--- src/sv/idac_pkg.sv ---
// Shared types, constants and helper functions for the integer to decimal ASCII block.
// Used by idac_dabble, idac_emit and integer_to_decimal_ascii_top; depends on nothing.
`timescale 1ns / 1ps
`default_nettype none

package idac_pkg;

  localparam int MAX_WIDTH  = 64;
  localparam int MAX_CHARS  = 20;
  localparam int NUM_DIGITS = ((MAX_WIDTH * 1233) >> 12) + 1;
  localparam int BCD_W      = 4 * NUM_DIGITS;
  localparam int CNT_W      = $clog2(MAX_WIDTH + 1);
  localparam int DIG_CNT_W  = $clog2(NUM_DIGITS + 1);
  localparam int CHR_CNT_W  = $clog2(MAX_CHARS + 1);

  localparam logic [7:0] CHAR_ZERO  = 8'd48;
  localparam logic [7:0] CHAR_MINUS = 8'd45;

  typedef enum logic [1:0] {
    TW_8  = 2'd0,
    TW_16 = 2'd1,
    TW_32 = 2'd2,
    TW_64 = 2'd3
  } type_width_e;

  typedef struct packed {
    logic [63:0] operand_bits;
    logic [1:0]  type_width;
    logic        is_signed;
  } in_t;

  typedef struct packed {
    logic [7:0] ascii_char;
    logic       last_char;
  } out_t;

  typedef struct packed {
    logic             load;
    logic [CNT_W-1:0] nbits;
  } conv_ctrl_t;

  typedef struct packed {
    logic load;
    logic neg;
  } emit_ctrl_t;

  typedef enum logic [1:0] {
    ST_IDLE,
    ST_CONV,
    ST_TEXT
  } top_state_e;

  typedef enum logic [1:0] {
    E_IDLE,
    E_SIGN,
    E_DIGIT
  } emit_state_e;

  function automatic logic [CNT_W-1:0] width_bits(input logic [1:0] tw);
    int w;
    begin
      case (type_width_e'(tw))
        TW_8:    w = 8;
        TW_16:   w = 16;
        TW_32:   w = 32;
        TW_64:   w = 64;
        default: w = 64;
      endcase
      if (w > MAX_WIDTH) begin
        w = MAX_WIDTH;
      end
      width_bits = CNT_W'(w);
    end
  endfunction

endpackage

`default_nettype wire

--- src/sv/idac_dabble.sv ---
// Bit-serial binary to BCD converter (shift and add three), one operand bit per cycle.
// Depends on idac_pkg.
`timescale 1ns / 1ps
`default_nettype none

module idac_dabble (
  input  wire logic                        clk_i,
  input  wire logic                        rst_ni,
  input  wire idac_pkg::conv_ctrl_t        ctrl_i,
  input  wire logic [idac_pkg::MAX_WIDTH-1:0] aligned_i,
  output logic [idac_pkg::BCD_W-1:0]       digits_o,
  output logic                             done_o
);

  logic [idac_pkg::MAX_WIDTH-1:0] sh_q, sh_d;
  logic [idac_pkg::BCD_W-1:0]     bcd_q, bcd_d, adj;
  logic [idac_pkg::CNT_W-1:0]     cnt_q, cnt_d;
  logic                           run_q, run_d;
  logic                           done_q, done_d;

  always_comb begin
    for (int i = 0; i < idac_pkg::NUM_DIGITS; i++) begin
      if (bcd_q[4*i +: 4] >= 4'd5) begin
        adj[4*i +: 4] = bcd_q[4*i +: 4] + 4'd3;
      end else begin
        adj[4*i +: 4] = bcd_q[4*i +: 4];
      end
    end
  end

  always_comb begin
    sh_d   = sh_q;
    bcd_d  = bcd_q;
    cnt_d  = cnt_q;
    run_d  = run_q;
    done_d = 1'b0;
    if (ctrl_i.load) begin
      sh_d  = aligned_i;
      bcd_d = '0;
      cnt_d = ctrl_i.nbits;
      run_d = 1'b1;
    end else if (run_q) begin
      sh_d  = {sh_q[idac_pkg::MAX_WIDTH-2:0], 1'b0};
      bcd_d = {adj[idac_pkg::BCD_W-2:0], sh_q[idac_pkg::MAX_WIDTH-1]};
      cnt_d = cnt_q - idac_pkg::CNT_W'(1);
      if (cnt_q == idac_pkg::CNT_W'(1)) begin
        run_d  = 1'b0;
        done_d = 1'b1;
      end
    end
  end

  always_ff @(posedge clk_i or negedge rst_ni) begin
    if (!rst_ni) begin
      run_q  <= 1'b0;
      done_q <= 1'b0;
      cnt_q  <= '0;
    end else begin
      run_q  <= run_d;
      done_q <= done_d;
      cnt_q  <= cnt_d;
    end
  end

  always_ff @(posedge clk_i) begin
    sh_q  <= sh_d;
    bcd_q <= bcd_d;
  end

  assign digits_o = bcd_q;
  assign done_o   = done_q;

endmodule

`default_nettype wire

--- src/sv/idac_emit.sv ---
// Character emitter: sends the sign, drops leading zero digits and sends one digit per cycle.
// Depends on idac_pkg.
`timescale 1ns / 1ps
`default_nettype none

module idac_emit (
  input  wire logic                        clk_i,
  input  wire logic                        rst_ni,
  input  wire idac_pkg::emit_ctrl_t        ctrl_i,
  input  wire logic [idac_pkg::BCD_W-1:0]  digits_i,
  output logic                             strobe_o,
  output idac_pkg::out_t                   result_o,
  output logic                             done_o
);

  idac_pkg::emit_state_e          est_q, est_d;
  logic [idac_pkg::BCD_W-1:0]     dig_q, dig_d;
  logic [idac_pkg::DIG_CNT_W-1:0] rem_q, rem_d;
  logic [idac_pkg::CHR_CNT_W-1:0] chars_q, chars_d;
  logic                           seen_q, seen_d;
  logic [3:0]                     top_dig;
  logic                           chars_last;
  logic                           out_valid;
  idac_pkg::out_t                 out_d;
  logic                           strobe_q;
  idac_pkg::out_t                 res_q;

  assign top_dig    = dig_q[idac_pkg::BCD_W-1 -: 4];
  assign chars_last = (chars_q == idac_pkg::CHR_CNT_W'(idac_pkg::MAX_CHARS - 1));

  always_comb begin
    est_d     = est_q;
    dig_d     = dig_q;
    rem_d     = rem_q;
    chars_d   = chars_q;
    seen_d    = seen_q;
    out_valid = 1'b0;
    out_d     = '0;
    case (est_q)
      idac_pkg::E_IDLE: begin
        if (ctrl_i.load) begin
          dig_d   = digits_i;
          rem_d   = idac_pkg::DIG_CNT_W'(idac_pkg::NUM_DIGITS);
          chars_d = '0;
          seen_d  = 1'b0;
          est_d   = ctrl_i.neg ? idac_pkg::E_SIGN : idac_pkg::E_DIGIT;
        end
      end
      idac_pkg::E_SIGN: begin
        out_valid        = 1'b1;
        out_d.ascii_char = idac_pkg::CHAR_MINUS;
        out_d.last_char  = chars_last;
        chars_d          = chars_q + idac_pkg::CHR_CNT_W'(1);
        est_d            = chars_last ? idac_pkg::E_IDLE : idac_pkg::E_DIGIT;
      end
      idac_pkg::E_DIGIT: begin
        dig_d = {dig_q[idac_pkg::BCD_W-5:0], 4'd0};
        rem_d = rem_q - idac_pkg::DIG_CNT_W'(1);
        if (top_dig != 4'd0 || seen_q || rem_q == idac_pkg::DIG_CNT_W'(1)) begin
          out_valid        = 1'b1;
          out_d.ascii_char = idac_pkg::CHAR_ZERO + {4'd0, top_dig};
          out_d.last_char  = (rem_q == idac_pkg::DIG_CNT_W'(1)) || chars_last;
          chars_d          = chars_q + idac_pkg::CHR_CNT_W'(1);
          seen_d           = 1'b1;
          if (out_d.last_char) begin
            est_d = idac_pkg::E_IDLE;
          end
        end
      end
      default: begin
        est_d = idac_pkg::E_IDLE;
      end
    endcase
  end

  always_ff @(posedge clk_i or negedge rst_ni) begin
    if (!rst_ni) begin
      est_q    <= idac_pkg::E_IDLE;
      strobe_q <= 1'b0;
      rem_q    <= '0;
      chars_q  <= '0;
      seen_q   <= 1'b0;
    end else begin
      est_q    <= est_d;
      strobe_q <= out_valid;
      rem_q    <= rem_d;
      chars_q  <= chars_d;
      seen_q   <= seen_d;
    end
  end

  always_ff @(posedge clk_i) begin
    dig_q <= dig_d;
    res_q <= out_d;
  end

  assign strobe_o = strobe_q;
  assign result_o = res_q;
  assign done_o   = out_valid & out_d.last_char;

endmodule

`default_nettype wire

--- src/sv/integer_to_decimal_ascii_top.sv ---
// Top level of the integer to decimal ASCII block: operand preparation and sequencing.
// Depends on idac_pkg, idac_dabble and idac_emit.
`timescale 1ns / 1ps
`default_nettype none

// An item (operand bits, width code, signedness) is accepted at a rising edge where start
// is high and busy is low. The operand is masked to its width, a negative signed value is
// negated, and the magnitude is shifted MSB first into a BCD register, one bit per cycle.
// The digit register is then scanned one digit per cycle: leading zeros are dropped, a
// minus sign goes first for a negative value, and each character appears on result_o for
// one cycle with strobe high; last_char marks the final one. Zero gives a single '0'.
// How long one item occupies the block is set by the serial conversion, the scan over
// all twenty digit positions and the minus sign if there is one. busy stays high until
// the last character is produced; the next item can be taken while that character is
// still on the output register. The receiver cannot stall: every strobe is taken.
// Reset clears all control state; no item is in flight afterwards and busy is low.
module integer_to_decimal_ascii_top (
  input  wire logic            clk_i,
  input  wire logic            rst_ni,
  input  wire logic            start,
  output logic                 busy,
  input  wire idac_pkg::in_t   item_i,
  output logic                 strobe,
  output idac_pkg::out_t       result_o
);

  idac_pkg::top_state_e           st_q, st_d;
  logic                           neg_q, neg_d;
  logic [idac_pkg::CNT_W-1:0]     w;
  logic [idac_pkg::MAX_WIDTH-1:0] val, mask, mag, aligned;
  logic                           neg_in;
  logic                           accept;
  idac_pkg::conv_ctrl_t           conv_ctrl;
  idac_pkg::emit_ctrl_t           emit_ctrl;
  logic [idac_pkg::BCD_W-1:0]     digits;
  logic                           conv_done;
  logic                           emit_done;

  assign w   = idac_pkg::width_bits(item_i.type_width);
  assign val = item_i.operand_bits[idac_pkg::MAX_WIDTH-1:0];

  always_comb begin
    if (w >= idac_pkg::CNT_W'(idac_pkg::MAX_WIDTH)) begin
      mask = '1;
    end else begin
      mask = (idac_pkg::MAX_WIDTH'(1) << w) - idac_pkg::MAX_WIDTH'(1);
    end
  end

  assign neg_in  = item_i.is_signed & (|(val & (mask ^ (mask >> 1))));
  assign mag     = neg_in ? ((~val + idac_pkg::MAX_WIDTH'(1)) & mask) : (val & mask);
  assign aligned = mag << (idac_pkg::CNT_W'(idac_pkg::MAX_WIDTH) - w);

  assign busy   = (st_q != idac_pkg::ST_IDLE);
  assign accept = start & ~busy;

  always_comb begin
    st_d            = st_q;
    neg_d           = neg_q;
    conv_ctrl.load  = 1'b0;
    conv_ctrl.nbits = w;
    emit_ctrl.load  = 1'b0;
    emit_ctrl.neg   = neg_q;
    case (st_q)
      idac_pkg::ST_IDLE: begin
        if (accept) begin
          conv_ctrl.load = 1'b1;
          neg_d          = neg_in;
          st_d           = idac_pkg::ST_CONV;
        end
      end
      idac_pkg::ST_CONV: begin
        if (conv_done) begin
          emit_ctrl.load = 1'b1;
          st_d           = idac_pkg::ST_TEXT;
        end
      end
      idac_pkg::ST_TEXT: begin
        if (emit_done) begin
          st_d = idac_pkg::ST_IDLE;
        end
      end
      default: begin
        st_d = idac_pkg::ST_IDLE;
      end
    endcase
  end

  always_ff @(posedge clk_i or negedge rst_ni) begin
    if (!rst_ni) begin
      st_q  <= idac_pkg::ST_IDLE;
      neg_q <= 1'b0;
    end else begin
      st_q  <= st_d;
      neg_q <= neg_d;
    end
  end

  idac_dabble u_dabble (
    .clk_i     (clk_i),
    .rst_ni    (rst_ni),
    .ctrl_i    (conv_ctrl),
    .aligned_i (aligned),
    .digits_o  (digits),
    .done_o    (conv_done)
  );

  idac_emit u_emit (
    .clk_i    (clk_i),
    .rst_ni   (rst_ni),
    .ctrl_i   (emit_ctrl),
    .digits_i (digits),
    .strobe_o (strobe),
    .result_o (result_o),
    .done_o   (emit_done)
  );

endmodule

`default_nettype wire
--- config.mk ---
export PLATFORM = sky130hd
export DESIGN_NAME = integer_to_decimal_ascii_top
export DESIGN_NICKNAME = d
export VERILOG_FILES = /design/src/sv/idac_pkg.sv /design/src/sv/idac_dabble.sv /design/src/sv/idac_emit.sv /design/src/sv/integer_to_decimal_ascii_top.sv
export SDC_FILE = /design/constraint.sdc
export NUM_CORES = 1
export LEC_CHECK = 0
export BUFFER_PORTS_ARGS = -buffer_cell sky130_fd_sc_hd__buf_4
export CORE_MARGIN = 2
export CORE_UTILIZATION = 55
export CTS_BUF_LIST = sky130_fd_sc_hd__clkbuf_8 sky130_fd_sc_hd__clkbuf_16
export DETAILED_ROUTE_END_ITERATION = 7
export PLACE_DENSITY = 0.88
export SLEW_MARGIN = 15
export SYNTH_ARGS = -nofsm -noshare
export SYNTH_HDL_FRONTEND = slang
export SYNTH_SLANG_ARGS = --single-unit
--- constraint.sdc ---
create_clock -name clk_i -period 3 [get_ports clk_i]
set_input_delay 0.6 -clock clk_i [delete_from_list [all_inputs] [get_ports clk_i]]
set_output_delay 0.6 -clock clk_i [all_outputs]
set_load 0.03 [all_outputs]
==> impl_metrics.yaml <==
logic_synthesis:
  ys_async_sr_fraction: 0.101
  syn-cell-area_um2: 14000
  number_of_enable_type_register_cells_in_the_synthesized_netlist: 144
  synth_top_cells_by_area: "sky130_fd_sc_hd__edfxtp_1 31%, sky130_fd_sc_hd__dfxtp_1 12%, sky130_fd_sc_hd__o21ai_0 5.3%, sky130_fd_sc_hd__dfrtp_1 4.6%, sky130_fd_sc_hd__ha_1 4.5%"
  share_of_synthesized_cell_area_in_and_or_nand_and_nor_gates: 0.162
  synthDominantAreaCellType: "sky130_fd_sc_hd__edfxtp_1"
  synth_top_family_by_area: "compound AO/OA/AOI/OAI gates"
  synth.top_cell.area_share: 0.308
  synth_sequential_area_ratio: 0.478
  dominantRegCellSynth: "sky130_fd_sc_hd__edfxtp_1"
  number_of_distinct_library_cells_after_synthesis: 74
  synthesis.instances: 1483
  post_synthesis_adder_cell_area_fraction: 0.0445
  synth-compound-area-share: 0.165
  synth.top_cells.by_count: "150 x sky130_fd_sc_hd__nand2_1, 150 x sky130_fd_sc_hd__o21ai_0, 144 x sky130_fd_sc_hd__edfxtp_1"
  synthesis.yosys.warnings: 0
  yosys.area_share.xor_xnor: 0.0574
  synthMuxAreaShare: 0.0552
  avg_cell_area_syn_um2: 9.47
  postSynthRegisterBits: 257
outcome:
  status: "finished with violations"
  violations: "design-rule violations"
timing:
  final_setup_margin_ns: 0.506
  worst_slew_pin_tran_ns: 0.947
  final.setup_skew_ns: 0.0189
  hold_viol_final: 0
  setup_repair_after_global_routing_missed_its_margin: "no"
  max_slew_margin: 0.369
  achievable-frequency_ghz: 0.401
  layout_worst_path_cycle_share: 0.831
  drv_slew: 0
  total_negative_slack_ns: 0
  finalWorstPathRequiredPeriod_ns: 2.49
  timing.final.setup_violations: 0
routing:
  dr_vias: 12000
  drc: 1
  drt-total-wl_mm: 37.3
  postRouteAntennaNets: 0
  drt_initial_violations: 1438
  average_wire_length_per_cell_after_detail_routing_um: 19.3
  viasPerCell: 6.18
  drtPass1Iterations: 8
power_and_ir_drop:
  net-switching-power_mw: 6.75
  total_leakage_power_nw: 6.59
  peakVddDrop_mv: 0.818
  sw_frac_of_total: 0.379
  internal-power_mw: 11.0
  power-per-cell-area_nw_per_um2: 1090
  share_seq_of_total_power: 0.405
  power_frac_clock: 0.189
  pwr-share-comb: 0.406
die:
  die-height_um: 164
  floorplan.io_pins: 81
  start_util: 0.559
  placeableCoreArea_um2: 25100
  rows: 58
  die_width_um: 164
  die_area_um2: 26800
hold_path:
  whs_path_depth: 3
  worst_hold_endpoint: "st_q[0]"
  timing.hold.worst.start: "start"
  min-delay-path-class: "input port to register"
worst_setup_path:
  crit_path_end_kind: "register"
  worst_r2r_startpoint: "u_emit.est_q[0]"
  reg2regPathDepth: 6
  critical_path.max_fanout: 16
  critPathRequiredTime_ns: 3.36
  setup.worst_path.class: "input port to register"
  ff2ff_setup_slack_ns: 0.58
  rr_endpoint: "u_emit.dig_q[15]"
  worst_setup_path_start_kind: "input port"
  timing.critical_path.arrival_ns: 2.85
placed_design:
  buffer_ports.inserted: 78
  placedCellCount: 1885
  place_worst_setup_slack_ns: -0.0321
  placed_cell_area_um2: 15400
  detailed_place_hpwl_mm: 25.2
  gp_congestion: 1.05
grt:
  groute.usage.overall: 0.275
  first_pass_grt_wire_length_mm: 59.3
  grt_max_degree: 128
  grt-busiest-layer: "met2"
  vias_in_the_first_global_route: 11800
  globalRoute.totalOverflow: 0
  antenna_found_initial: 0
  groute.layer.met1.usage: 0.352
  grt_use_met2: 0.468
  gr-usage-met3: 0.0553
cts:
  tritoncts.num_buffers: 27
  cts_tree: "yes"
  cts.root.buffer_cell: "sky130_fd_sc_hd__clkbuf_16"
  clock_path_buffers: 3
  post_cts.resized_instances: 0
  cts.repair_timing.setup_buffer_count: 0
  clkSlewWorstSetupHoldPaths_ns: 0.06
  cts_num_sinks: 257
  worst_skew_pair.late_latency_ns: 0.55
  holdBufCountCts: 1
  ctsHtreeMaxLevel: 1
finish:
  fin_area_um2: 16300
  area_growth_syn_to_layout_pct: 16.0
  finalNonFillerCells: 1936
  antenna_cells_inserted: 0
  layout.nets: 1705
  utilization: 0.649
  final_layout_size_suffix_gt1_frac: 0.156
run:
  drv_cap: 0
power groups by stage:
stage / logic, mW / registers, mW / clock network, mW
after floorplan: 5.10 / 7.02 / 0
final: 7.22 / 7.20 / 3.37
after detailed placement: 7.01 / 7.21 / 0
after global routing: 8.04 / 7.37 / 3.52
after global placement: 6.58 / 7.10 / 0
after CTS: 7.18 / 7.18 / 3.38
worst max path at each step:
stage / from / to / slack, ns / depth (start not counted)
after floorplan: item_i[1] / u_dabble.sh_q[62] / 0.05 / 9
after global placement: item_i[34] / u_dabble.sh_q[56] / -0.0004 / 8
after detailed placement: item_i[34] / u_dabble.sh_q[56] / -0.03 / 8
after CTS: item_i[34] / u_dabble.sh_q[56] / 0.53 / 8
after global routing: u_emit.est_q[0] / u_emit.dig_q[12] / 0.36 / 6
final: item_i[34] / u_dabble.sh_q[56] / 0.51 / 8
kinds of logic after synthesis:
kind of cell | count (synthesis)
DFF | 257
buffers and inverters | 137
other | 1
and+or+nand+nor | 487
AOI/OAI and AO/OA | 387
adders and majority gates | 50
xor gates and xnor gates | 92
muxes | 72
stage by stage:
stage,hold slack [ns],total power [mW]
3_5_place_dp,0.466,14.2
5_1_grt,0.363,18.9
3_3_place_gp,0.453,13.7
2_1_floorplan,0.304,12.1
4_1_cts,0.346,17.7
6_report,0.365,17.8
worst max-delay path, stage by stage:
cell and delay (ns):
sky130_fd_sc_hd__buf_4 0.11, sky130_fd_sc_hd__or4_4 0.53, sky130_fd_sc_hd__or4_4 0.47, sky130_fd_sc_hd__nor4_4 0.32, sky130_fd_sc_hd__buf_12 0.19, sky130_fd_sc_hd__nand2_2 0.07, sky130_fd_sc_hd__mux2_4 0.30, sky130_fd_sc_hd__o41ai_2 0.27
placed cells by master, fill, tap and decap left out, types with 7 or more instances in the layout:
cell / count
sky130_fd_sc_hd__a211oi_1: 7
sky130_fd_sc_hd__a21oi_1: 109
sky130_fd_sc_hd__a22o_1: 15
sky130_fd_sc_hd__a31oi_1: 30
sky130_fd_sc_hd__and2_1: 7
sky130_fd_sc_hd__and3_1: 7
sky130_fd_sc_hd__buf_12: 8
sky130_fd_sc_hd__buf_4: 139
sky130_fd_sc_hd__clkbuf_16: 28
sky130_fd_sc_hd__dfrtp_1: 25
sky130_fd_sc_hd__dfxtp_1: 87
sky130_fd_sc_hd__edfxtp_1: 144
sky130_fd_sc_hd__ha_1: 49
sky130_fd_sc_hd__inv_1: 69
sky130_fd_sc_hd__mux2_2: 40
sky130_fd_sc_hd__mux2i_1: 31
sky130_fd_sc_hd__nand2_1: 148
sky130_fd_sc_hd__nand2b_1: 25
sky130_fd_sc_hd__nand3_1: 40
sky130_fd_sc_hd__nor2_1: 143
sky130_fd_sc_hd__nor3_1: 49
sky130_fd_sc_hd__nor4_1: 17
sky130_fd_sc_hd__o21ai_0: 149
sky130_fd_sc_hd__o221ai_1: 9
sky130_fd_sc_hd__o31ai_1: 8
sky130_fd_sc_hd__or3_1: 8
sky130_fd_sc_hd__or4_1: 9
sky130_fd_sc_hd__xnor2_1: 56
sky130_fd_sc_hd__xor2_1: 36
layout make-up:
class | instances | area (µm²)
clock buffers | 29 | 714
clock inverters | 21 | 179
fillers | 1845 | 8810
inverters | 61 | 233
multi-input cells | 1090 | 6820
flip-flops and latches | 257 | 6720
well taps | 330 | 413
repair buffers | 148 | 1210
state kept, by name (all words and copies together) (netlist names):
name,cells
st_q,2
u_dabble.run_q,1
u_emit.seen_q,1
u_emit.rem_q,5
u_dabble.sh_q,64
u_emit.result_o,7
u_emit.chars_q,5
u_emit.dig_q,80
neg_q,1
u_emit.est_q,2
u_dabble.done_o,1
u_dabble.digits_o,80
u_dabble.cnt_q,7
u_emit.strobe_o,1
layer usage:
| metal | wire, µm | vias up |
|---|---|---|
| met5 | 0 | - |
| met4 | 1130 | 0 |
| met3 | 3290 | 105 |
| met2 | 17900 | 606 |
| met1 | 15000 | 5710 |
| li1 | - | 5545 |
(Power assumes the default switching activity.)
